**config.mk**
```make
export PLATFORM = sky130hd
export DESIGN_NAME = ctok_lexer
export DESIGN_NICKNAME = d
export VERILOG_FILES = /design/src/design/ctok_pkg.sv /design/src/design/ctok_lexer.sv
export SDC_FILE = /design/constraint.sdc
export NUM_CORES = 1
export LEC_CHECK = 0
export BUFFER_PORTS_ARGS = -buffer_cell sky130_fd_sc_hd__buf_4
export CAP_MARGIN = 20
export CORE_MARGIN = 2
export CORE_UTILIZATION = 60
export CTS_CLUSTER_DIAMETER = 200
export CTS_CLUSTER_SIZE = 25
export DETAILED_ROUTE_END_ITERATION = 10
export GPL_ROUTABILITY_DRIVEN = 1
export HOLD_SLACK_MARGIN = 0.06
export PLACE_DENSITY = 0.79
export SLEW_MARGIN = 20
export SYNTH_ARGS = -nofsm -noshare
export SYNTH_HDL_FRONTEND = slang
export SYNTH_SLANG_ARGS = --single-unit
```
**constraint.sdc**
```tcl
create_clock -name clk -period 8.3 [get_ports clk]
set_clock_uncertainty 0.1 [all_clocks]
set_input_delay 0.83 -clock clk [delete_from_list [all_inputs] [get_ports clk]]
set_output_delay 0.83 -clock clk [all_outputs]
set_load 0.1 [all_outputs]
```
**src/design/ctok_pkg.sv**
```systemverilog
// Shared types, constants and byte-class functions of the C source tokenizer.
`default_nettype none
package ctok_pkg;

	localparam int LINE_BITS   = 24;
	localparam int COLUMN_BITS = 16;
	localparam int KIND_BITS   = 5;
	localparam int PUNCT_COUNT = 24;

	localparam logic [KIND_BITS-1:0] KIND_STRING     = 5'd0;
	localparam logic [KIND_BITS-1:0] KIND_COMMENT    = 5'd1;
	localparam logic [KIND_BITS-1:0] KIND_WORD       = 5'd2;
	localparam logic [KIND_BITS-1:0] KIND_SEPARATOR  = 5'd3;
	localparam logic [KIND_BITS-1:0] KIND_MACRO      = 5'd4;
	localparam logic [KIND_BITS-1:0] KIND_PUNCT_BASE = 5'd5;

	localparam logic [7:0] CH_HASH       = 8'h23;
	localparam logic [7:0] CH_BSLASH     = 8'h5C;
	localparam logic [7:0] CH_DQUOTE     = 8'h22;
	localparam logic [7:0] CH_SQUOTE     = 8'h27;
	localparam logic [7:0] CH_LF         = 8'h0A;
	localparam logic [7:0] CH_CR         = 8'h0D;
	localparam logic [7:0] CH_UNDERSCORE = 8'h5F;
	localparam logic [7:0] CH_SPACE      = 8'h20;
	localparam logic [7:0] CH_TAB        = 8'h09;
	localparam logic [7:0] CH_SLASH      = 8'h2F;
	localparam logic [7:0] CH_STAR       = 8'h2A;

	// ( ) [ ] { } < > . , ; + - * : % / & ! ? = | ^ ~
	localparam logic [7:0] PUNCT_CHARS [PUNCT_COUNT] = '{
		8'h28, 8'h29, 8'h5B, 8'h5D, 8'h7B, 8'h7D, 8'h3C, 8'h3E,
		8'h2E, 8'h2C, 8'h3B, 8'h2B, 8'h2D, 8'h2A, 8'h3A, 8'h25,
		8'h2F, 8'h26, 8'h21, 8'h3F, 8'h3D, 8'h7C, 8'h5E, 8'h7E
	};

	typedef enum logic [2:0] {
		MODE_IDLE   = 3'd0,
		MODE_WORD   = 3'd1,
		MODE_SEP    = 3'd2,
		MODE_MACRO  = 3'd3,
		MODE_LINEC  = 3'd4,
		MODE_BLOCKC = 3'd5,
		MODE_STRING = 3'd6
	} mode_t;

	typedef struct packed {
		logic [7:0]             ch;
		logic [KIND_BITS-1:0]   token_kind;
		logic                   first_of_token;
		logic                   last_of_token;
		logic [LINE_BITS-1:0]   token_line;
		logic [COLUMN_BITS-1:0] token_column;
	} result_t;

	typedef struct packed {
		logic                 hit;
		logic [KIND_BITS-1:0] kind;
	} punct_t;

	function automatic logic is_word_byte(input logic [7:0] a);
		return (a >= 8'h30 && a <= 8'h39) || (a >= 8'h61 && a <= 8'h7A) ||
			(a >= 8'h41 && a <= 8'h5A) || a == CH_UNDERSCORE || a == CH_HASH;
	endfunction

	function automatic logic is_sep_byte(input logic [7:0] a);
		return a == CH_SPACE || a == CH_TAB || a == CH_LF || a == CH_CR;
	endfunction

	function automatic punct_t punct_lookup(input logic [7:0] a);
		punct_t r;
		r = '0;
		for (int i = 0; i < PUNCT_COUNT; i++) begin
			if (PUNCT_CHARS[i] == a) begin
				r.hit  = 1'b1;
				r.kind = KIND_PUNCT_BASE + KIND_BITS'(i);
			end
		end
		return r;
	endfunction

endpackage
`default_nettype wire

```
**src/design/ctok_lexer.sv**
```systemverilog
// Lexer state and single-pass classification of the held byte against its lookahead.
`default_nettype none
module ctok_lexer
	import ctok_pkg::*;
(
	input  wire logic       clk,
	input  wire logic       arst_n,
	input  wire logic       acc,
	input  wire logic [7:0] byte_in,
	input  wire logic       end_of_text,
	output logic            push,
	output result_t         res
);

	logic [7:0]             held_byte_q;
	logic                   held_valid_q;
	mode_t                  mode_q, mode_n;
	logic [7:0]             quote_q, quote_n;
	logic                   esc_q, esc_n;
	logic                   bsl_q, bsl_n;
	logic                   star_q, star_n;
	logic [LINE_BITS-1:0]   line_q, line_n;
	logic [COLUMN_BITS-1:0] col_q, col_n;
	logic [LINE_BITS-1:0]   sline_q, sline_n;
	logic [COLUMN_BITS-1:0] scol_q, scol_n;

	logic                 nv;
	logic                 hit;
	logic                 first;
	logic                 last;
	logic [KIND_BITS-1:0] kind;
	punct_t               pc;
	logic [7:0]           h;

	assign h  = held_byte_q;
	assign nv = !end_of_text;
	assign pc = punct_lookup(h);

	always_comb begin
		mode_n  = mode_q;
		quote_n = quote_q;
		esc_n   = esc_q;
		bsl_n   = bsl_q;
		star_n  = star_q;
		sline_n = sline_q;
		scol_n  = scol_q;
		line_n  = line_q;
		col_n   = col_q;
		hit     = 1'b1;
		first   = 1'b0;
		last    = 1'b0;
		kind    = KIND_STRING;

		if (h == CH_LF) begin
			line_n = (&line_q) ? line_q : line_q + 1'b1;
			col_n  = '0;
		end else if (h == CH_CR) begin
			col_n = '0;
		end else begin
			col_n = (&col_q) ? col_q : col_q + 1'b1;
		end

		case (mode_q)
			MODE_WORD: begin
				kind = KIND_WORD;
				last = !(nv && is_word_byte(byte_in));
			end
			MODE_SEP: begin
				kind = KIND_SEPARATOR;
				last = !(nv && is_sep_byte(byte_in));
			end
			MODE_MACRO: begin
				kind = KIND_MACRO;
				if (!is_sep_byte(h))
					bsl_n = (h == CH_BSLASH);
				last = (h == CH_LF) && !bsl_n;
			end
			MODE_LINEC: begin
				kind = KIND_COMMENT;
				last = nv && byte_in == CH_LF;
			end
			MODE_BLOCKC: begin
				kind = KIND_COMMENT;
				if (star_q)
					last = 1'b1;
				else if (h == CH_STAR && nv && byte_in == CH_SLASH)
					star_n = 1'b1;
			end
			MODE_STRING: begin
				kind = KIND_STRING;
				if (esc_q)
					esc_n = 1'b0;
				else if (h == CH_BSLASH)
					esc_n = 1'b1;
				else if (h == quote_q)
					last = 1'b1;
			end
			default: begin
				first = 1'b1;
				if (h == CH_HASH) begin
					kind   = KIND_MACRO;
					mode_n = MODE_MACRO;
					bsl_n  = 1'b0;
				end else if (h == CH_SLASH && nv && byte_in == CH_SLASH) begin
					kind   = KIND_COMMENT;
					mode_n = MODE_LINEC;
				end else if (h == CH_SLASH && nv && byte_in == CH_STAR) begin
					kind   = KIND_COMMENT;
					mode_n = MODE_BLOCKC;
					star_n = 1'b0;
				end else if (h == CH_DQUOTE || h == CH_SQUOTE) begin
					kind    = KIND_STRING;
					mode_n  = MODE_STRING;
					quote_n = h;
					esc_n   = 1'b0;
				end else if (pc.hit) begin
					kind = pc.kind;
					last = 1'b1;
				end else if (is_word_byte(h)) begin
					kind   = KIND_WORD;
					last   = !(nv && is_word_byte(byte_in));
					mode_n = MODE_WORD;
				end else if (is_sep_byte(h)) begin
					kind   = KIND_SEPARATOR;
					last   = !(nv && is_sep_byte(byte_in));
					mode_n = MODE_SEP;
				end else begin
					hit    = 1'b0;
					mode_n = MODE_IDLE;
				end
				if (hit) begin
					sline_n = line_n;
					scol_n  = col_n;
				end
			end
		endcase

		if (hit) begin
			if (!nv)
				last = 1'b1;
			if (last) begin
				mode_n = MODE_IDLE;
				star_n = 1'b0;
				esc_n  = 1'b0;
			end
		end
	end

	assign push = acc && held_valid_q && hit;

	always_comb begin
		res.ch             = h;
		res.token_kind     = kind;
		res.first_of_token = first;
		res.last_of_token  = last;
		res.token_line     = sline_n;
		res.token_column   = scol_n;
	end

	always_ff @(posedge clk or negedge arst_n) begin
		if (!arst_n) begin
			held_byte_q  <= '0;
			held_valid_q <= 1'b0;
			mode_q       <= MODE_IDLE;
			quote_q      <= '0;
			esc_q        <= 1'b0;
			bsl_q        <= 1'b0;
			star_q       <= 1'b0;
			line_q       <= LINE_BITS'(1);
			col_q        <= '0;
			sline_q      <= '0;
			scol_q       <= '0;
		end else if (acc) begin
			if (end_of_text) begin
				held_byte_q  <= '0;
				held_valid_q <= 1'b0;
				mode_q       <= MODE_IDLE;
				quote_q      <= '0;
				esc_q        <= 1'b0;
				bsl_q        <= 1'b0;
				star_q       <= 1'b0;
				line_q       <= LINE_BITS'(1);
				col_q        <= '0;
				sline_q      <= '0;
				scol_q       <= '0;
			end else begin
				held_byte_q  <= byte_in;
				held_valid_q <= 1'b1;
				if (held_valid_q) begin
					mode_q  <= mode_n;
					quote_q <= quote_n;
					esc_q   <= esc_n;
					bsl_q   <= bsl_n;
					star_q  <= star_n;
					line_q  <= line_n;
					col_q   <= col_n;
					sline_q <= sline_n;
					scol_q  <= scol_n;
				end
			end
		end
	end

	assert property (@(posedge clk) disable iff (!arst_n)
		(acc && end_of_text) |=> !held_valid_q)
		else $error("held byte survived end of text");

	assert property (@(posedge clk) disable iff (!arst_n)
		line_q != '0)
		else $error("line counter reached zero");

	assert property (@(posedge clk) disable iff (!arst_n)
		star_q |-> mode_q == MODE_BLOCKC)
		else $error("comment closer flag outside block comment");

	assert property (@(posedge clk) disable iff (!arst_n)
		esc_q |-> mode_q == MODE_STRING)
		else $error("escape pending outside string");

endmodule
`default_nettype wire

```
==> run_results.csv, run 1 <==
group,metric,value,unit
cells_and_area,final_util,67.5,%
timing,fin_crit_sh,59.0,%
power,leakage,3.23,nW
run_status,status,"completed",
drt,vias,6422,
power,vdd_drop_max,0.000175,V
setup_path,crit_chain,"nand2b_1, nor3_4, a311oi_2, nand2_1, o31ai_4, buf_4, nand2_1, o21ai_1, buf_4",
timing,setup_viol,0,
timing,tightest_slew,0.985,ns
die,fp.dieW,111,um
power,swShare,35.5,%
timing,setup_ws,3.40,ns
placement,port_buffers,67,
setup_path,cp_top_family,"buffers and inverters",
setup_path,reg2reg_from,"h[2]$_DFFE_PN0P_",
cells_and_area,antenna_cells,0,
setup_path,path_max_fanout,78,
setup_path,crit_path_end_kind,"primary output",
placement,place_congestion,0.930,
yosys,synthFlopType,"dfrtp_1",
setup_path,cp.depth,9,
grt,grt_pass1_vias,5941,
die,dieArea,0.0123,sq mm
timing,finalHoldViolations,0,
setup_path,start_kind,"flop",
die,initial_utilization,60.9,%
yosys,synth.net_count,830,
yosys,netlist_area,0.00686,sq mm
yosys,yosysUniqueCellTypes,85,
cts,cts_sinks,103,
grt,grt_pass1_wl,30200,um
timing,clock.fmax,204,MHz
timing,setup-tns-final,0,ns
drt,wirelength,18100,um
grt,grt_max_degree,79,
drt,routed_via_density,6.55,
drt,drt_iter0_drc,689,
yosys,ys_async_sr_fraction,100,%
grt,grt_util_all_layers,29.8,%
placement,postPlaceCellArea,0.00730,sq mm
yosys,ys.warnings.count,0,
yosys,synth_edf_count,0,
grt,antenna_found_initial,0,
power,pwr-share-seq,41.9,%
yosys,synth_seq_cells,103,
timing,period_minus_slack,4.90,ns
power,p_comb_share,24.1,%
placement,place_ws,3.86,ns
cts,cts_setup_buffers,0,
cells_and_area,final_nets,849,
yosys,synthCells,814,
die,die_y,111,um
setup_path,r2r_slack,4.57,ns
power,p_int,0.838,mW
cts,htree_levels,3,
setup_path,arrival,3.97,ns
die,num_rows,39,
power,p_clk_share,34.0,%
power,finalPower,1.30,mW
cells_and_area,syn_to_final_growth,10.8,%
setup_path,regToRegEndpoint,"scol_q[5]$_DFFE_PN0P_",
cts,cts_buffers,9,
cts,cts_tree,"done",
cts,root_buffer,"clkbuf_16",
setup_path,path_class,"flop to primary output",
drt,ant_nets,0,
setup_path,reg2reg_depth,8,
cts,clockBufferDepth,2,
timing,slew_headroom,34.4,%
cells_and_area,design_area,0.00761,sq mm
cts,path_clk_slew,0.07,ns
timing,rsz0062_at_grt,"false",
cells_and_area,drive_above_1_share,14.6,%
drt,drc_errors,0,
yosys,syn_area_per_cell,8.43,sq um
die,core,0.0113,sq mm
drt,wl_per_cell,18.5,um
die,ios,68,
grt,grt_overflow,0,
worst_hold_path,hold_class,"primary input to async pin",
power,p_sw,0.460,mW
setup_path,cpPeakStageDelay,0.86,ns
run,maxCapViolCount,0,
setup_path,slowest_stage,"dfrtp_1",
cts,insertion_delay,0.35,ns
cts,cts_hold_buf,0,
drt,dr.pass1.iters,5,
power,power.density,171,mW/mm^2
cts,cts-resized-gates,0,
timing,slew_viol_final,0,
setup_path,worst-path-buf-inv,2,
yosys,seq_area_frac_synth,37.6,%
placement,dp_hpwl,12400,um
setup_path,crit_required,7.37,ns
[worst max-delay path by stage]
stage                startpoint  endpoint
3_5_place_dp   h[2]$_DFFE_PN0P_   res[14]
3_3_place_gp   h[0]$_DFFE_PN0P_    res[2]
2_1_floorplan  h[4]$_DFFE_PN0P_   res[10]
4_1_cts        h[2]$_DFFE_PN0P_   res[14]
5_1_grt        h[1]$_DFFE_PN0P_    res[9]
6_report       h[2]$_DFFE_PN0P_   res[18]
[cell usage after synthesis (all sizes together), types with 3 or more instances]
cell type  number  area share, %
mux2i           5           0.73
nor4b           3           0.69
nand2b          9           0.82
nor2b           6           0.55
nand2         134            7.4
o32ai           4           0.51
nand3          29            2.2
clkbuf         38            2.1
a21o            7           0.77
o21a            3           0.33
nor4            8            1.0
o41ai           3           0.49
a21oi          30            2.2
or3             6           0.55
a32o            4           0.58
a31oi           8           0.73
dfrtp         102             37
ha              4           0.73
nor2           48            2.9
and2           10           0.91
buf            27            2.4
o22ai           5           0.46
xor2           22            2.8
and4            6           0.77
nor3           16            1.6
nand3b          9           0.98
o31ai          38            4.6
xnor2          23            2.9
nor3b           3           0.40
a22o           29            3.7
o21ai          95            7.0
nand4          14            1.4
inv            13           0.71
and3           11            1.0
a31o            5           0.64
[power groups by stage]
stage          Sequential [mW]  Clock [mW]  Combinational [mW]
6_report                 0.544       0.441               0.313
5_1_grt                  0.547       0.461               0.333
4_1_cts                  0.543       0.445               0.312
3_5_place_dp             0.553           0               0.311
3_3_place_gp             0.552           0               0.308
2_1_floorplan            0.556           0               0.239
[routing by layer]
metal,up-vias,wire length [um],track usage (%),part of all wire [%]
met1,3088,7930,43.2,44
met2,307,8430,45.8,47
met3,32,1400,5.08,7.8
met4,0,333,9.75,1.8
met5,-,0,0,0
li1,2995,-,-,-
[sequential cells by signal, summed over array words and instances (netlist names)]
| name | cells |
|---|---|
| bsl_q | 1 |
| col_q | 16 |
| esc_q | 1 |
| h | 8 |
| held_valid_q | 1 |
| line_q | 24 |
| mode_q | 3 |
| quote_q | 8 |
| scol_q | 16 |
| sline_q | 24 |
| star_q | 1 |
[kinds of logic (layout without fill, tap and decap cells)]
kind of cell / after synthesis / in the layout / share of synthesized area, %
simple gates: 323 / 323 / 24.7
mux: 6 / 6 / 0.893
flops: 103 / 103 / 37.6
buf+inv: 78 / 101 / 5.18
fa+ha+maj: 4 / 4 / 0.729
compound gates: 255 / 255 / 25.2
xor+xnor: 45 / 45 / 5.74
[layout by cell type (no fill, tap or decap), types with 6 or more instances in the layout]
cell type    n
a21o_1       7
a21oi_1     30
a22o_1      29
a31oi_1      8
and2_1       9
and3_1      11
and4_1       6
buf_4       73
clkbuf_16    9
dfrtp_1    102
inv_1       13
nand2_1    131
nand2b_1     9
nand3_1     28
nand3b_1     9
nand4_1     13
nor2_1      44
nor2b_1      6
nor3_1      13
nor4_1       6
o21ai_0     57
o21ai_1     36
o31ai_1     33
or3_1        6
xnor2_1     23
xor2_1      22
[layout make-up]
cell class / count / area, sq um
timing repair buffer: 73 / 548
inverter: 13 / 48.8
fill: 912 / 3660
multi-input combinational: 633 / 3960
clock inverter: 2 / 38.8
sequential: 103 / 2580
clock buffer: 13 / 260
tap: 143 / 179
[through the flow]
step                      hold WS (ns)  instances
after floorplan                  0.348        814
after global placement           0.362        965
after detailed placement         0.367        965
after CTS                        0.287        980
after global routing             0.303        980
final                            0.281        980
[worst register-to-register path, stage by stage (launching register included)]
cell	delay [ns]
dfrtp_1	0.86
nand2b_1	0.35
nor3_4	0.12
a311oi_2	0.49
nand2_1	0.29
o31ai_4	0.26
buf_4	0.59
nor2_2	0.26
a22o_1	0.30
Power figures use the tool's default switching activity.
==> run 2: changes to the inputs <==
==> constraint.sdc (replaced) <==
create_clock -name clk -period 5 [get_ports clk]
set_clock_uncertainty 0.1 [all_clocks]
set_input_delay 0.5 -clock clk [delete_from_list [all_inputs] [get_ports clk]]
set_output_delay 0.5 -clock clk [all_outputs]
set_load 0.1 [all_outputs]
==> run 2 against run 1 <==
  * Die area did not move
  * Largest cell class unchanged
  * Sequential cell count did not move
  * Sequential power rose by 65%
  * Setup slack got worse by 2.8 ns
  * Highest routed layer unchanged
  * Combinational power rose by 71%
  * Cell area rose by 0.82%
  * Sequential share of layout area fell by 0.28 points
==> run_results.csv, run 2 (same netlist as run 1, synthesis figures left out) <==
group,metric,value,unit
drt,wirelength,18000,um
die,core,0.0113,sq mm
cells_and_area,final_util,68.1,%
power,leakage,3.26,nW
drt,routed_via_density,6.42,
timing,slew_viol_final,0,
grt,grt_max_degree,79,
worst_hold_path,hold_class,"primary input to flop",
setup_path,crit_chain,"nor2_1, a32o_1, a211oi_1, nand3_2, o31ai_4, buf_12, nand2_1, o21ai_1, buf_4",
power,power.density,287,mW/mm^2
timing,slew_headroom,29.8,%
timing,tightest_slew,1.04,ns
grt,grt_pass1_vias,5996,
run,maxCapViolCount,0,
drt,vias,6327,
grt,grt_pass1_wl,30000,um
timing,setup_viol,0,
drt,wl_per_cell,18.2,um
timing,period_minus_slack,4.43,ns
cts,insertion_delay,0.36,ns
cts,path_clk_slew,0.07,ns
die,num_rows,39,
cts,cts_buffers,9,
die,die_y,111,um
setup_path,start_kind,"flop",
cts,root_buffer,"clkbuf_16",
cts,cts_tree,"done",
die,dieArea,0.0123,sq mm
cells_and_area,antenna_cells,0,
timing,finalHoldViolations,0,
grt,antenna_found_initial,0,
cells_and_area,multi_input_area,0.00395,sq mm
cts,cts_setup_buffers,0,
die,ios,68,
cts,htree_levels,3,
setup_path,arrival,3.83,ns
cells_and_area,final_cell_mix,"nand2_1 (131), dfrtp_1 (102), buf_4 (75)",
cells_and_area,reg_top3,"line_q (24), sline_q (24)",
die,initial_utilization,60.9,%
timing,clock.fmax,226,MHz
cells_and_area,final_nets,853,
run_status,status,"completed",
cells_and_area,n_fill_cell,899,
drt,ant_nets,0,
cts,cts_sinks,103,
power,vdd_drop_max,0.000304,V
timing,hold-worst-slack,0.329,ns
cells_and_area,syn_to_final_growth,11.8,%
power,finalPower,2.20,mW
drt,drt_iter0_drc,741,
timing,setup-tns-final,0,ns
setup_path,path_class,"flop to primary output",
setup_path,crit_path_end_kind,"primary output",
grt,grt_overflow,0,
cells_and_area,mostFrequentLayoutCell,"nand2_1",
cts,clockBufferDepth,2,
setup_path,path_max_fanout,78,
placement,place_congestion,0.938,
timing,fin_crit_sh,88.6,%
cells_and_area,seq_area,0.00258,sq mm
grt,grt_util_all_layers,29.7,%
timing,rsz0062_at_grt,"false",
drt,dr.pass1.iters,5,
die,fp.dieW,111,um
drt,drc_errors,0,
setup_path,cpPeakStageDelay,0.87,ns
setup_path,crit_required,4.40,ns
setup_path,slowest_stage,"dfrtp_1",
placement,port_buffers,67,
cells_and_area,drive_above_1_share,15.1,%
placement,dp_hpwl,12300,um
[run 2: cell count changes in the layout (fill, tap and decap cells not counted), sizes merged]
cell and change:
clkinv +2, buf +3, clkinvlp +1, dlygate4sd3 +1
clkbuf -2, inv -1, bufinv +1
[run 2: timing repair]
action	CTS	global route
resized for setup	0	0
endpoints found under the hold margin	36	0
hold buffers	1	0
[run 2: cell type report]
type	instances	area share, %
clock buffers	11	3.16
clock inverters	5	1.06
inverters	13	0.636
multi-input cells	633	51.5
flip-flops and latches	103	33.6
well taps	143	2.33
repair buffers	77	7.73
[run 2: worst paths after layout]
kind	cells after the start	to	from	slack, ns
worst max register to register	9	sline_q[8]$_DFFE_PN0P_	h[1]$_DFFE_PN0P_	1.39
min in group asynchronous	2	h[6]$_DFFE_PN0P_	arst_n	0.58
worst min register to register	2	sline_q[10]$_DFFE_PN0P_	sline_q[10]$_DFFE_PN0P_	0.38
worst max-delay path	9	res[19]	h[1]$_DFFE_PN0P_	0.57
max in group asynchronous	3	sline_q[6]$_DFFE_PN0P_	arst_n	2.99
worst min-delay path	3	h[4]$_DFFE_PN0P_	byte_in[4]	0.33
[run 2: worst max-delay path, delay by kind of cell, from the launching register on]
| family | cells | cell delay [ns] |
|---|---|---|
| compound gates | 4 | 1.08 |
| flops | 1 | 0.87 |
| simple gates | 3 | 0.81 |
| buf+inv | 2 | 0.66 |
[run 2: routing by layer]
metal | up-vias | wire (um) | part of all wire (%) | track usage, %
li1 | 3002 | - | - | -
met3 | 22 | 1180 | 6.6 | 5.96
met4 | 0 | 260 | 1.4 | 7.42
met2 | 275 | 8340 | 46 | 47.3
met5 | - | 0 | 0 | 0
met1 | 3028 | 8180 | 46 | 41.9
[run 2: power by group]
group | internal [mW] | switching [mW] | leakage (nW)
clock network | 0.453 | 0.318 | 0.156
logic | 0.131 | 0.406 | 1.68
registers | 0.853 | 0.0441 | 1.42
[run 2: stage by stage]
stage | cells | cell area (sq um) | worst slack (ns)
after floorplan | 814 | 6860 | -0.601
after global placement | 968 | 7340 | 1.15
after detailed placement | 968 | 7340 | 1.04
after CTS | 985 | 7670 | 0.653
after global routing | 985 | 7670 | 0.368
final | 985 | 7670 | 0.571
