$ cat src/design/ctok_pkg.sv
// Shared types, constants and byte-class functions of the C source tokenizer.
`default_nettype none
package ctok_pkg;

	localparam int LINE_BITS   = 24;
	localparam int COLUMN_BITS = 16;
	localparam int KIND_BITS   = 5;
	localparam int PUNCT_COUNT = 24;

	localparam logic [KIND_BITS-1:0] KIND_STRING     = 5'd0;
	localparam logic [KIND_BITS-1:0] KIND_COMMENT    = 5'd1;
	localparam logic [KIND_BITS-1:0] KIND_WORD       = 5'd2;
	localparam logic [KIND_BITS-1:0] KIND_SEPARATOR  = 5'd3;
	localparam logic [KIND_BITS-1:0] KIND_MACRO      = 5'd4;
	localparam logic [KIND_BITS-1:0] KIND_PUNCT_BASE = 5'd5;

	localparam logic [7:0] CH_HASH       = 8'h23;
	localparam logic [7:0] CH_BSLASH     = 8'h5C;
	localparam logic [7:0] CH_DQUOTE     = 8'h22;
	localparam logic [7:0] CH_SQUOTE     = 8'h27;
	localparam logic [7:0] CH_LF         = 8'h0A;
	localparam logic [7:0] CH_CR         = 8'h0D;
	localparam logic [7:0] CH_UNDERSCORE = 8'h5F;
	localparam logic [7:0] CH_SPACE      = 8'h20;
	localparam logic [7:0] CH_TAB        = 8'h09;
	localparam logic [7:0] CH_SLASH      = 8'h2F;
	localparam logic [7:0] CH_STAR       = 8'h2A;

	// ( ) [ ] { } < > . , ; + - * : % / & ! ? = | ^ ~
	localparam logic [7:0] PUNCT_CHARS [PUNCT_COUNT] = '{
		8'h28, 8'h29, 8'h5B, 8'h5D, 8'h7B, 8'h7D, 8'h3C, 8'h3E,
		8'h2E, 8'h2C, 8'h3B, 8'h2B, 8'h2D, 8'h2A, 8'h3A, 8'h25,
		8'h2F, 8'h26, 8'h21, 8'h3F, 8'h3D, 8'h7C, 8'h5E, 8'h7E
	};

	typedef enum logic [2:0] {
		MODE_IDLE   = 3'd0,
		MODE_WORD   = 3'd1,
		MODE_SEP    = 3'd2,
		MODE_MACRO  = 3'd3,
		MODE_LINEC  = 3'd4,
		MODE_BLOCKC = 3'd5,
		MODE_STRING = 3'd6
	} mode_t;

	typedef struct packed {
		logic [7:0]             ch;
		logic [KIND_BITS-1:0]   token_kind;
		logic                   first_of_token;
		logic                   last_of_token;
		logic [LINE_BITS-1:0]   token_line;
		logic [COLUMN_BITS-1:0] token_column;
	} result_t;

	typedef struct packed {
		logic                 hit;
		logic [KIND_BITS-1:0] kind;
	} punct_t;

	function automatic logic is_word_byte(input logic [7:0] a);
		return (a >= 8'h30 && a <= 8'h39) || (a >= 8'h61 && a <= 8'h7A) ||
			(a >= 8'h41 && a <= 8'h5A) || a == CH_UNDERSCORE || a == CH_HASH;
	endfunction

	function automatic logic is_sep_byte(input logic [7:0] a);
		return a == CH_SPACE || a == CH_TAB || a == CH_LF || a == CH_CR;
	endfunction

	function automatic punct_t punct_lookup(input logic [7:0] a);
		punct_t r;
		r = '0;
		for (int i = 0; i < PUNCT_COUNT; i++) begin
			if (PUNCT_CHARS[i] == a) begin
				r.hit  = 1'b1;
				r.kind = KIND_PUNCT_BASE + KIND_BITS'(i);
			end
		end
		return r;
	endfunction

endpackage
`default_nettype wire

$ cat src/design/ctok_out_buf.sv
// Two-entry result queue that decouples the lexer from a stalling receiver.
`default_nettype none
module ctok_out_buf
	import ctok_pkg::*;
(
	input  wire logic    clk,
	input  wire logic    arst_n,
	input  wire logic    push,
	input  wire result_t push_data,
	input  wire logic    pop,
	output logic         full,
	output logic         not_empty,
	output result_t      head
);

	result_t    entry_q [2];
	logic       wr_q;
	logic       rd_q;
	logic [1:0] count_q;

	assign full      = count_q == 2'd2;
	assign not_empty = count_q != 2'd0;
	assign head      = entry_q[rd_q];

	always_ff @(posedge clk) begin
		if (push)
			entry_q[wr_q] <= push_data;
	end

	always_ff @(posedge clk or negedge arst_n) begin
		if (!arst_n) begin
			wr_q    <= 1'b0;
			rd_q    <= 1'b0;
			count_q <= '0;
		end else begin
			if (push)
				wr_q <= !wr_q;
			if (pop)
				rd_q <= !rd_q;
			case ({push, pop})
				2'b10:   count_q <= count_q + 2'd1;
				2'b01:   count_q <= count_q - 2'd1;
				default: count_q <= count_q;
			endcase
		end
	end

endmodule
`default_nettype wire

$ cat config.mk
export PLATFORM = sky130hd
export DESIGN_NAME = ctok_out_buf
export DESIGN_NICKNAME = d
export VERILOG_FILES = /design/src/design/ctok_pkg.sv /design/src/design/ctok_out_buf.sv
export SDC_FILE = /design/constraint.sdc
export NUM_CORES = 1
export LEC_CHECK = 0
export CORE_ASPECT_RATIO = 1.2
export CORE_UTILIZATION = 64
export CTS_BUF_LIST = sky130_fd_sc_hd__clkbuf_8
export DETAILED_ROUTE_END_ITERATION = 6
export DONT_BUFFER_PORTS = 1
export HOLD_SLACK_MARGIN = 0.15
export PLACE_DENSITY = 0.8
export SYNTH_ARGS = -nofsm -noshare
export SYNTH_HDL_FRONTEND = slang
export SYNTH_SLANG_ARGS = --single-unit
export TNS_END_PERCENT = 20
$ cat constraint.sdc
create_clock -name clk -period 3.71 [get_ports clk]
set_clock_uncertainty 0.2 [all_clocks]
set_input_delay 0.742 -clock clk [delete_from_list [all_inputs] [get_ports clk]]
set_output_delay 0.742 -clock clk [all_outputs]
set_load 0.05 [all_outputs]
==> metrics.yaml, run 1 <==
syn-num-nets: 247
syn_to_final_growth_pct: 11.5
ant_nets: 0
synth_seq_cells: 114
powerDensity_mw_per_mm2: 977
grt_setup_unrepaired: "false"
cts_root_buf: "clkbuf_8"
grt_use_total: 0.192
dieHeight_um: 92.0
ioPinCount: 116
startpoint: "rd_q$_DFFE_PN0P_"
drv_cap: 0
min_path_type: "primary input to flip-flop"
cts_max_level: 4
instances_no_fill: 302
fmax_mhz: 327
synth_area_leaders: "edfxtp_1, mux2_4, mux2_2, dfrtp_1, buf_6"
regToRegStartpoint: "wr_q$_DFFE_PN0P_"
p_leak_nw: 1.73
synth_cells: 187
setup_violations: 0
grt_pass1_wl_mm: 9.49
die_w_um: 77.0
wl_per_cell_um: 20.7
ys_seq_area_frac: 0.788
slew-limit-headroom: 0.383
cts.path.max_buffers: 2
crit_type: "flip-flop to primary output"
clkSinkCount: 114
outcome: "completed"
wl_mm: 6.27
crit_arrival_ns: 2.12
grt_pass1_vias: 1786
antenna_found_initial: 0
place_inst: 269
crit_fanout: 29
start_util: 0.666
synth_xor_area_frac: 0.0101
port_buffers: 0
gp_congestion: 0.713
synth_top_area_cell: "edfxtp_1"
synthSimpleGateAreaFrac: 0.00608
vias: 1707
synthMuxAreaShare: 0.178
fin_crit_ns: 3.06
hold_violations: 0
tightest_slew_ns: 0.923
synthAdderAreaFrac: 0.00290
first_pass_iters: 4
r2r_cells: 2
multi_input_area_um2: 861
worstSetupStartpointType: "flip-flop"
vdd_drop_max_v: 0.000733
cts_setup_buffers: 0
setup_tns_ns: 0
numCtsBuffers: 17
endpoint: "head[0]"
yosys.cell_types.count: 14
final-max-slew-violation-count: 0
synth_top_family_by_area: "multiplexers"
synth_top_area_share: 0.765
dieArea_mm2: 0.00708
diodes: 0
cts_tree: "yes"
seq_area_mm2: 0.00340
fin_crit_sh: 0.825
drc: 0
viasPerCell: 5.65
grt_start_max_net_pins: 33
ff2ff_setup_slack_ns: 1.61
grt-ovfl-total: 0
num-fill-cells: 370
first_iter_violations: 131
coreArea_mm2: 0.00649
yosysWarnings: 0
nNetsFinal: 264
synth_compound_area_frac: 0
syn_area_per_cell_um2: 23.1
crit_required_ns: 2.77
rr_endpoint: "entry_q[1][49]$_DFFE_PP_"
clk_pin_slew_worst_paths_ns: 0.06
crit_path_end_kind: "primary output"
netlist_area_mm2: 0.00432
clk_latency_ns: 0.40
placementRows: 32
drive_gt1_frac: 0.406
## cell families after synthesis
family | count (synthesis)
flops | 114
xor+xnor | 5
fa+ha+maj | 1
mux | 55
simple gates | 5
buf+inv | 7
## worst min path at each step
stage	from	endpoint	slack [ns]	depth (start not counted)
after floorplan	arst_n	count_q[0]$_DFFE_PN0P_	0.25	0
after CTS	push	wr_q$_DFFE_PN0P_	0.20	1
after global routing	push_data[25]	entry_q[1][25]$_DFFE_PP_	0.19	0
after global placement	arst_n	rd_q$_DFFE_PN0P_	0.25	0
after detailed placement	arst_n	rd_q$_DFFE_PN0P_	0.25	0
final	push	wr_q$_DFFE_PN0P_	0.22	1
## layout make-up
cell class | count | share of cell area
multi-input combinational | 66 | 0.179
sequential | 114 | 0.707
inverter | 1 | 0.000779
tap | 85 | 0.0221
clock buffer | 17 | 0.0486
clock inverter | 15 | 0.0309
timing repair buffer | 4 | 0.0120
## critical path, cell delays in order (launching register included)
cell     delay [ns]
dfrtp_2        0.89
buf_12         0.31
mux2_2         0.49
## cell usage in the layout, fill, tap and decap left out
cell | synthesis | layout
clkinv_1 | 0 | 5
dfrtp_1 | 4 | 3
mux2_2 | 15 | 15
clkinvlp_4 | 0 | 1
clkinv_4 | 0 | 1
dfrtp_2 | 0 | 1
and2_2 | 0 | 1
clkinv_2 | 0 | 4
edfxtp_1 | 110 | 110
buf_4 | 0 | 1
mux2_4 | 40 | 40
ha_1 | 1 | 1
nor2b_1 | 1 | 1
nor2_1 | 2 | 1
clkbuf_8 | 0 | 17
xnor2_1 | 2 | 2
buf_12 | 0 | 2
nor2_4 | 0 | 1
inv_1 | 1 | 2
bufinv_16 | 0 | 3
or2_2 | 1 | 1
xor2_1 | 3 | 3
dlygate4sd3_1 | 0 | 1
## cells in the mapped netlist
| cell | count |
|---|---|
| nor2_1 | 2 |
| mux2_2 | 15 |
| buf_6 | 5 |
| dfrtp_1 | 4 |
| buf_2 | 1 |
| xor2_1 | 3 |
| mux2_4 | 40 |
| or2_2 | 1 |
| and2_1 | 1 |
| nor2b_1 | 1 |
| inv_1 | 1 |
| edfxtp_1 | 110 |
| ha_1 | 1 |
| xnor2_1 | 2 |
## power by group
group          switching [mW]  internal, mW  total (mW)
combinational            1.27         0.491        1.76
sequential              0.150          1.71        1.86
clock                   0.434         0.645        1.08
## state kept, by name (all words and copies together) (netlist names)
signal / flops
count_q: 2
entry_q: 110
wr_q: 1
rd_q: 1
## repair_timing
action	CTS	global route
resized for setup	0	0
hold buffers	1	0
endpoints found under the hold margin	4	0
## stage by stage
stage / util / total power [mW] / hold slack, ns / cell area [um^2] / worst slack (ns)
3_5_place_dp: 0.682 / 3.66 / 0.247 / 4420 / 1.06
3_3_place_gp: 0.682 / 3.62 / 0.247 / 4420 / 1.10
5_1_grt: 0.742 / 4.86 / 0.194 / 4820 / 0.536
2_1_floorplan: - / 3.53 / 0.246 / 4320 / 0.882
6_report: 0.742 / 4.71 / 0.221 / 4820 / 0.649
4_1_cts: 0.742 / 4.74 / 0.198 / 4820 / 0.611
## layer usage
layer	GRT usage	part of all wire
met5	0	0
met1	0.194	0.34
met3	0.105	0.10
met4	0.0943	0.025
met2	0.321	0.53
Power figures use the tool's default switching activity.
==> run 2, diff against run 1 <==
--- a/config.mk
+++ b/config.mk
@@ -6,12 +6,12 @@
 export NUM_CORES = 1
 export LEC_CHECK = 0
 export CORE_ASPECT_RATIO = 1.2
-export CORE_UTILIZATION = 64
+export CORE_UTILIZATION = 59
 export CTS_BUF_LIST = sky130_fd_sc_hd__clkbuf_8
 export DETAILED_ROUTE_END_ITERATION = 6
 export DONT_BUFFER_PORTS = 1
 export HOLD_SLACK_MARGIN = 0.15
-export PLACE_DENSITY = 0.8
+export PLACE_DENSITY = 0.78
 export SYNTH_ARGS = -nofsm -noshare
 export SYNTH_HDL_FRONTEND = slang
 export SYNTH_SLANG_ARGS = --single-unit
==> constraint.sdc (replaced) <==
create_clock -name clk -period 2.7 [get_ports clk]
set_clock_uncertainty 0.2 [all_clocks]
set_input_delay 0.54 -clock clk [delete_from_list [all_inputs] [get_ports clk]]
set_output_delay 0.54 -clock clk [all_outputs]
set_load 0.05 [all_outputs]
==> run 2 against run 1 <==
Largest cell class unchanged. Hold slack got worse by 0.029 ns. Combinational power increased by 49%. Final area is 12% higher. Final cell count grew 21%. Total power up 38%. Wire length up 17%. Critical path depth did not move. Sequential power rose by 33%. Clock-buffer cell count unchanged. Sequential cell count stayed put. Critical endpoint is now head[52]. Setup slack worse by 0.35 ns. Global-route usage grew 1.6 points.
==> metrics.yaml, run 2 (same netlist as run 1, synthesis figures left out) <==
start_util: 0.623  # was 0.666
first_iter_violations: 95  # was 131
antenna_found_initial: 0  # unchanged
p_leak_nw: 1.97  # was 1.73 nW
hold_violations: 0  # unchanged
final_cell_mix: "edfxtp_1, dlygate4sd3_1, mux2_4"  # was edfxtp_1, mux2_4, clkbuf_8
port_buffers: 0  # unchanged
final_common_cell: "edfxtp_1"  # unchanged
largestRegisters: "entry_q (110), count_q (2)"  # unchanged
wl_per_cell_um: 20.2  # was 20.7 um
powerDensity_mw_per_mm2: 1210  # was 977 mW/mm^2
critical-path-slowest-cell: "mux2_2"  # was dfrtp_2
outcome: "completed"  # unchanged
first_pass_iters: 4  # unchanged
min_path_type: "primary input to flip-flop"  # unchanged
crit_fanout: 56  # was 29
viasPerCell: 5.39  # was 5.65
setup_ws_ns: 0.298  # was 0.649 ns
dp_hpwl_mm: 4.26
numCtsBuffers: 17  # unchanged
coreArea_mm2: 0.00694  # was 0.00649 mm^2
place_area_mm2: 0.00444  # was 0.00442 mm^2
drv_cap: 0  # unchanged
grt_start_max_net_pins: 57  # was 33
pre_cts_slack_ns: 0.714  # was 1.06 ns
crit_arrival_ns: 1.66  # was 2.12 ns
clk_pin_slew_worst_paths_ns: 0.06  # about the same
placementRows: 33  # was 32
vdd_drop_max_v: 0.000778  # was 0.000733 V
setup_violations: 0  # unchanged
ioPinCount: 116  # unchanged
grt_use_total: 0.209  # was 0.192
cts_setup_buffers: 0  # unchanged
cts_tree: "yes"  # unchanged
fmax_mhz: 416
drc: 0  # unchanged
ant_nets: 0  # unchanged
setup_tns_ns: 0  # unchanged
cts_resized: 0  # unchanged
die_w_um: 80.1  # was 77.0 um
worstSetupStartpointType: "flip-flop"  # unchanged
grt_pass1_wl_mm: 11.0  # was 9.49 mm
clkSinkCount: 114  # unchanged
drive_gt1_frac: 0.329  # was 0.406
crit_type: "flip-flop to primary output"  # unchanged
largest_reg_flops: 110  # unchanged
design_area_mm2: 0.00538  # was 0.00482 mm^2
slowest_delay_ns: 0.52  # was 0.89 ns
wl_mm: 7.35  # was 6.27 mm
crit_path_end_kind: "primary output"  # unchanged
path_cells: "buf_12 > mux2_2"  # unchanged
cts.path.max_buffers: 2  # unchanged
gp_congestion: 0.621  # was 0.713
fin_crit_sh: 0.890
dieHeight_um: 95.7  # was 92.0 um
vias: 1963  # was 1707
slew-limit-headroom: 0.732  # was 0.383
top_register: "entry_q"  # unchanged
fin_crit_ns: 2.40
nNetsFinal: 324  # was 264
tightest_slew_ns: 0.403  # was 0.923 ns
holdWs_ns: 0.192  # was 0.221 ns
clk_latency_ns: 0.40  # about the same
syn_to_final_growth_pct: 24.4  # was 11.5%
crit_required_ns: 1.96  # was 2.77 ns
cts_hold_buf: 58  # was 1
cts_max_level: 4  # unchanged
grt_pass1_vias: 2218  # was 1786
cts_root_buf: "clkbuf_8"  # unchanged
dieArea_mm2: 0.00767  # was 0.00708 mm^2
grt_setup_unrepaired: "false"  # unchanged
diodes: 0  # unchanged
power.total_mw: 6.49  # was 4.71 mW
grt-ovfl-total: 0  # unchanged
final-max-slew-violation-count: 0  # unchanged
## run 2: cell types whose count changed in the layout (fill, tap and decap cells not counted), sizes merged
cell,delta
bufinv,-1
buf,+3
clkinvlp,+2
clkinv,-1
dlygate4sd3,+57
## run 2: area by class of cell
type / instances / area [um^2]
multi-input combinational: 66 / 861
fill: 382 / 1560
tap: 87 / 109
timing repair buffer: 64 / 638
inverter: 1 / 3.75
clock inverter: 15 / 125
sequential: 114 / 3400
clock buffer: 17 / 234
## run 2: report_power, final
part	total [mW]	switching [mW]	internal (mW)
Sequential	2.47	0.115	2.35
Combinational	2.62	1.88	0.739
Clock	1.41	0.617	0.791
Total	6.49	2.61	3.88
## run 2: metrics by stage
stage,utilization,cells
global route,0.775,364
CTS,0.775,364
finish,0.775,364
global placement,0.639,274
floorplan,-,187
detailed placement,0.639,274
## run 2: worst max-delay path: cells and delay by family (launching register included)
| family | cells | cell delay, ns |
|---|---|---|
| flops | 1 | 0.38 |
| mux | 1 | 0.52 |
| buf+inv | 1 | 0.35 |
## run 2: worst paths after layout
check / startpoint / endpoint / slack, ns / cells past startpoint
worst max-delay path: rd_q$_DFFE_PN0P_ / head[52] / 0.30 / 2
worst min-delay path: pop / count_q[0]$_DFFE_PN0P_ / 0.19 / 2
worst max register to register: wr_q$_DFFE_PN0P_ / entry_q[1][20]$_DFFE_PP_ / 1.17 / 2
worst min register to register: count_q[1]$_DFFE_PN0P_ / count_q[1]$_DFFE_PN0P_ / 0.30 / 1
max in group asynchronous: arst_n / rd_q$_DFFE_PN0P_ / 1.91 / 1
min in group asynchronous: arst_n / wr_q$_DFFE_PN0P_ / 0.21 / 1
## run 2: layer usage
layer  share of wire  GRT usage  wire [um]
met1            0.34      0.207       2510
met2            0.55      0.370       4050
met3           0.089     0.0863        651
met4           0.018      0.109        135
met5               0          0          0
==> run 3, diff against run 2 <==
--- a/config.mk
+++ b/config.mk
@@ -5,6 +5,7 @@
 export SDC_FILE = /design/constraint.sdc
 export NUM_CORES = 1
 export LEC_CHECK = 0
+export ABC_AREA = 1
 export CORE_ASPECT_RATIO = 1.2
 export CORE_UTILIZATION = 59
 export CTS_BUF_LIST = sky130_fd_sc_hd__clkbuf_8
==> run 3 against run 2 <==
Sequential power is 3% higher. First-iteration DRC count is 56% higher. Die area is 0.23% lower. Critical endpoint is now head[32]. Largest cell class unchanged. Largest power group unchanged.
==> metrics.yaml, run 3 <==
fin_crit_ns: 2.61  # was 2.40 ns
grt_start_max_net_pins: 44  # was 57
dieArea_mm2: 0.00765  # was 0.00767 mm^2
first_iter_violations: 148  # was 95
final_cell_mix: "edfxtp_1, inv_1, nand2_1"  # was edfxtp_1, dlygate4sd3_1, mux2_4
ff2ff_setup_slack_ns: 0.94  # was 1.17 ns
ant_nets: 0  # unchanged
port_buffers: 0  # unchanged
power.total_mw: 7.52  # was 6.49 mW
synth_common_cells: "edfxtp_1, inv_1, nand2_1"  # was edfxtp_1, mux2_4, mux2_2
clock_power_share: 0.229  # was 0.217
grt_pass1_wl_mm: 13.4  # was 11.0 mm
placementRows: 33  # unchanged
fin_crit_sh: 0.967  # was 0.890
cts_max_level: 4  # unchanged
diodes: 0  # unchanged
die_w_um: 80.0  # was 80.1 um
synthMuxAreaShare: 0  # was 0.178
holdWs_ns: 0.228  # was 0.192 ns
cts_root_buf: "clkbuf_8"  # unchanged
seq_area_mm2: 0.00341  # was 0.00340 mm^2
synth_top_family_by_area: "buffers and inverters"  # was multiplexers
yosys.cell_types.count: 15  # was 14
powerDensity_mw_per_mm2: 1290  # was 1210 mW/mm^2
synth_seq_cells: 114  # unchanged
antenna_found_initial: 0  # unchanged
synth_edf_count: 110  # unchanged
start_util: 0.621  # was 0.623
clkSinkCount: 114  # unchanged
num-fill-cells: 346  # was 382
clk_latency_ns: 0.40  # about the same
multi_input_area_um2: 569  # was 861 um^2
nNetsFinal: 498  # was 324
grt_use_total: 0.249  # was 0.209
vias: 2758  # was 1963
outcome: "completed"  # unchanged
final-max-slew-violation-count: 0  # unchanged
drc: 0  # unchanged
gp_congestion: 0.696  # was 0.621
fin_util: 0.841  # was 0.775
dp_hpwl_mm: 4.80  # was 4.26 mm
place_inst: 448  # was 274
first_pass_iters: 4  # unchanged
wl_per_cell_um: 16.7  # was 20.2 um
synth_xor_area_frac: 0.00610  # was 0.0101
slew-limit-headroom: 0.628  # was 0.732
cts_setup_buffers: 0  # unchanged
instances_no_fill: 538  # was 364
vdd_drop_max_v: 0.000841  # was 0.000778 V
regToRegStartpoint: "wr_q$_DFFE_PN0P_"  # unchanged
dieHeight_um: 95.6  # was 95.7 um
grt_pass1_vias: 2764  # was 2218
p_sw_frac: 0.423  # was 0.402
synth_flop_cell: "edfxtp_1"  # unchanged
crit_required_ns: 1.96  # about the same
cts.path.max_buffers: 2  # unchanged
viasPerCell: 5.13  # was 5.39
clk_pin_slew_worst_paths_ns: 0.06  # about the same
ioPinCount: 116  # unchanged
setup_tns_ns: 0  # unchanged
syn_to_final_growth_pct: 35.3  # was 24.4%
synth.most_common_cell: "edfxtp_1"  # unchanged
final_common_cell: "edfxtp_1"  # unchanged
hold_violations: 0  # unchanged
crit_path_end_kind: "primary output"  # unchanged
rr_endpoint: "entry_q[1][48]$_DFFE_PP_"  # was entry_q[1][20]$_DFFE_PP_
synth_area_leaders: "edfxtp_1, inv_1, nand2_1, o21ai_0, buf_6"  # was edfxtp_1, mux2_4, mux2_2, dfrtp_1, buf_6
wl_mm: 8.99  # was 7.35 mm
p_leak_nw: 2.44  # was 1.97 nW
grt-ovfl-total: 0  # unchanged
worstSetupStartpointType: "flip-flop"  # unchanged
largestRegisters: "entry_q (110), count_q (2)"  # unchanged
ys_seq_area_frac: 0.790  # was 0.788
syn-num-nets: 371  # was 247
grt_setup_unrepaired: "false"  # unchanged
numCtsBuffers: 17  # unchanged
synthAdderAreaFrac: 0.00290  # about the same
crit_type: "flip-flop to primary output"  # unchanged
synth_top_area_share: 0.766  # was 0.765
coreArea_mm2: 0.00694  # unchanged
crit_fanout: 43  # was 56
top_register: "entry_q"  # unchanged
synth_compound_area_frac: 0.0639  # was 0
netlist_area_mm2: 0.00431  # was 0.00432 mm^2
synthArstFlopShare: 0.0351  # unchanged
cts_tree: "yes"  # unchanged
synth_top_area_cell: "edfxtp_1"  # unchanged
yosysWarnings: 0  # unchanged
power_switching_mw: 3.18  # was 2.61 mW
drv_cap: 0  # unchanged
power.share.sequential: 0.339  # was 0.380
pwr-share-comb: 0.431  # was 0.403
synthSimpleGateAreaFrac: 0.0575  # was 0.00608
syn_area_per_cell_um2: 13.9  # was 23.1 um^2
crit_arrival_ns: 1.87  # was 1.66 ns
synth_cells: 311  # was 187
r2r_cells: 3  # was 2
drive_gt1_frac: 0.204  # was 0.329
fmax_mhz: 383  # was 416 MHz
tightest_slew_ns: 0.557  # was 0.403 ns
largest_reg_flops: 110  # unchanged
min_path_type: "primary input to asynchronous set/reset pin"  # was primary input to flip-flop
p_int_mw: 4.34  # was 3.88 mW
setup_violations: 0  # unchanged
-- run 3: cell count changes after synthesis, moves of 2 or more --
cell	delta
mux2_2	-15
o21ai_1	+10
buf_6	+4
o21ai_0	+45
nand2_1	+61
inv_1	+60
clkbuf_1	+2
mux2_4	-40
-- run 3: per-stage QoR --
step / instance area, um^2 / worst slack (ns)
final: 5830 / 0.0879
after global routing: 5830 / 0.00785
after global placement: 4800 / 0.615
after detailed placement: 4800 / 0.545
after floorplan: 4310 / 0.0742
after CTS: 5830 / 0.0962
-- run 3: layout make-up --
type | instances | area share
flip-flops and latches | 114 | 0.584
repair buffers | 120 | 0.184
multi-input cells | 124 | 0.0976
clock buffers | 22 | 0.0519
inverters | 61 | 0.0393
clock inverters | 10 | 0.0247
well taps | 87 | 0.0187
-- run 3: what timing repair did --
item | 4_1_cts | 5_1_grt
endpoints found under the hold margin | 117 | 0
hold buffers | 58 | 0
gates resized for setup | 0 | 0
-- run 3: cell families (layout without fill, tap and decap cells) --
family	Yosys count	count (layout)
DFF	114	114
buffers and inverters	73	213
xor gates and xnor gates	3	3
and+or+nand+nor	65	65
AOI/OAI and AO/OA	55	55
adders and majority gates	1	1
-- run 3: metal layers --
metal	GRT usage	vias up	wire [um]
met5	0	-	0
met4	0.107	0	174
met3	0.0622	17	489
met2	0.462	113	5120
met1	0.268	1330	3210
li1	-	1298	-
-- run 3: worst max-delay path by stage --
stage                startpoint                      end
2_1_floorplan              push  entry_q[0][0]$_DFFE_PP_
3_3_place_gp   rd_q$_DFFE_PN0P_                 head[28]
3_5_place_dp   rd_q$_DFFE_PN0P_                 head[29]
4_1_cts        rd_q$_DFFE_PN0P_                 head[29]
5_1_grt        rd_q$_DFFE_PN0P_                 head[29]
6_report       rd_q$_DFFE_PN0P_                 head[32]
-- run 3: power groups by stage --
stage | Combinational [mW] | Sequential [mW] | Clock [mW]
6_report | 3.24 | 2.55 | 1.73
5_1_grt | 3.40 | 2.59 | 1.81
4_1_cts | 3.22 | 2.54 | 1.73
3_5_place_dp | 3.12 | 2.58 | 0
3_3_place_gp | 3.08 | 2.55 | 0
2_1_floorplan | 2.37 | 2.47 | 0
-- run 3: critical path, stage by stage (launching register included) --
cell,delay [ns]
dfrtp_4,0.69
buf_4,0.34
nand2_1,0.10
o21ai_1,0.10
buf_4,0.22
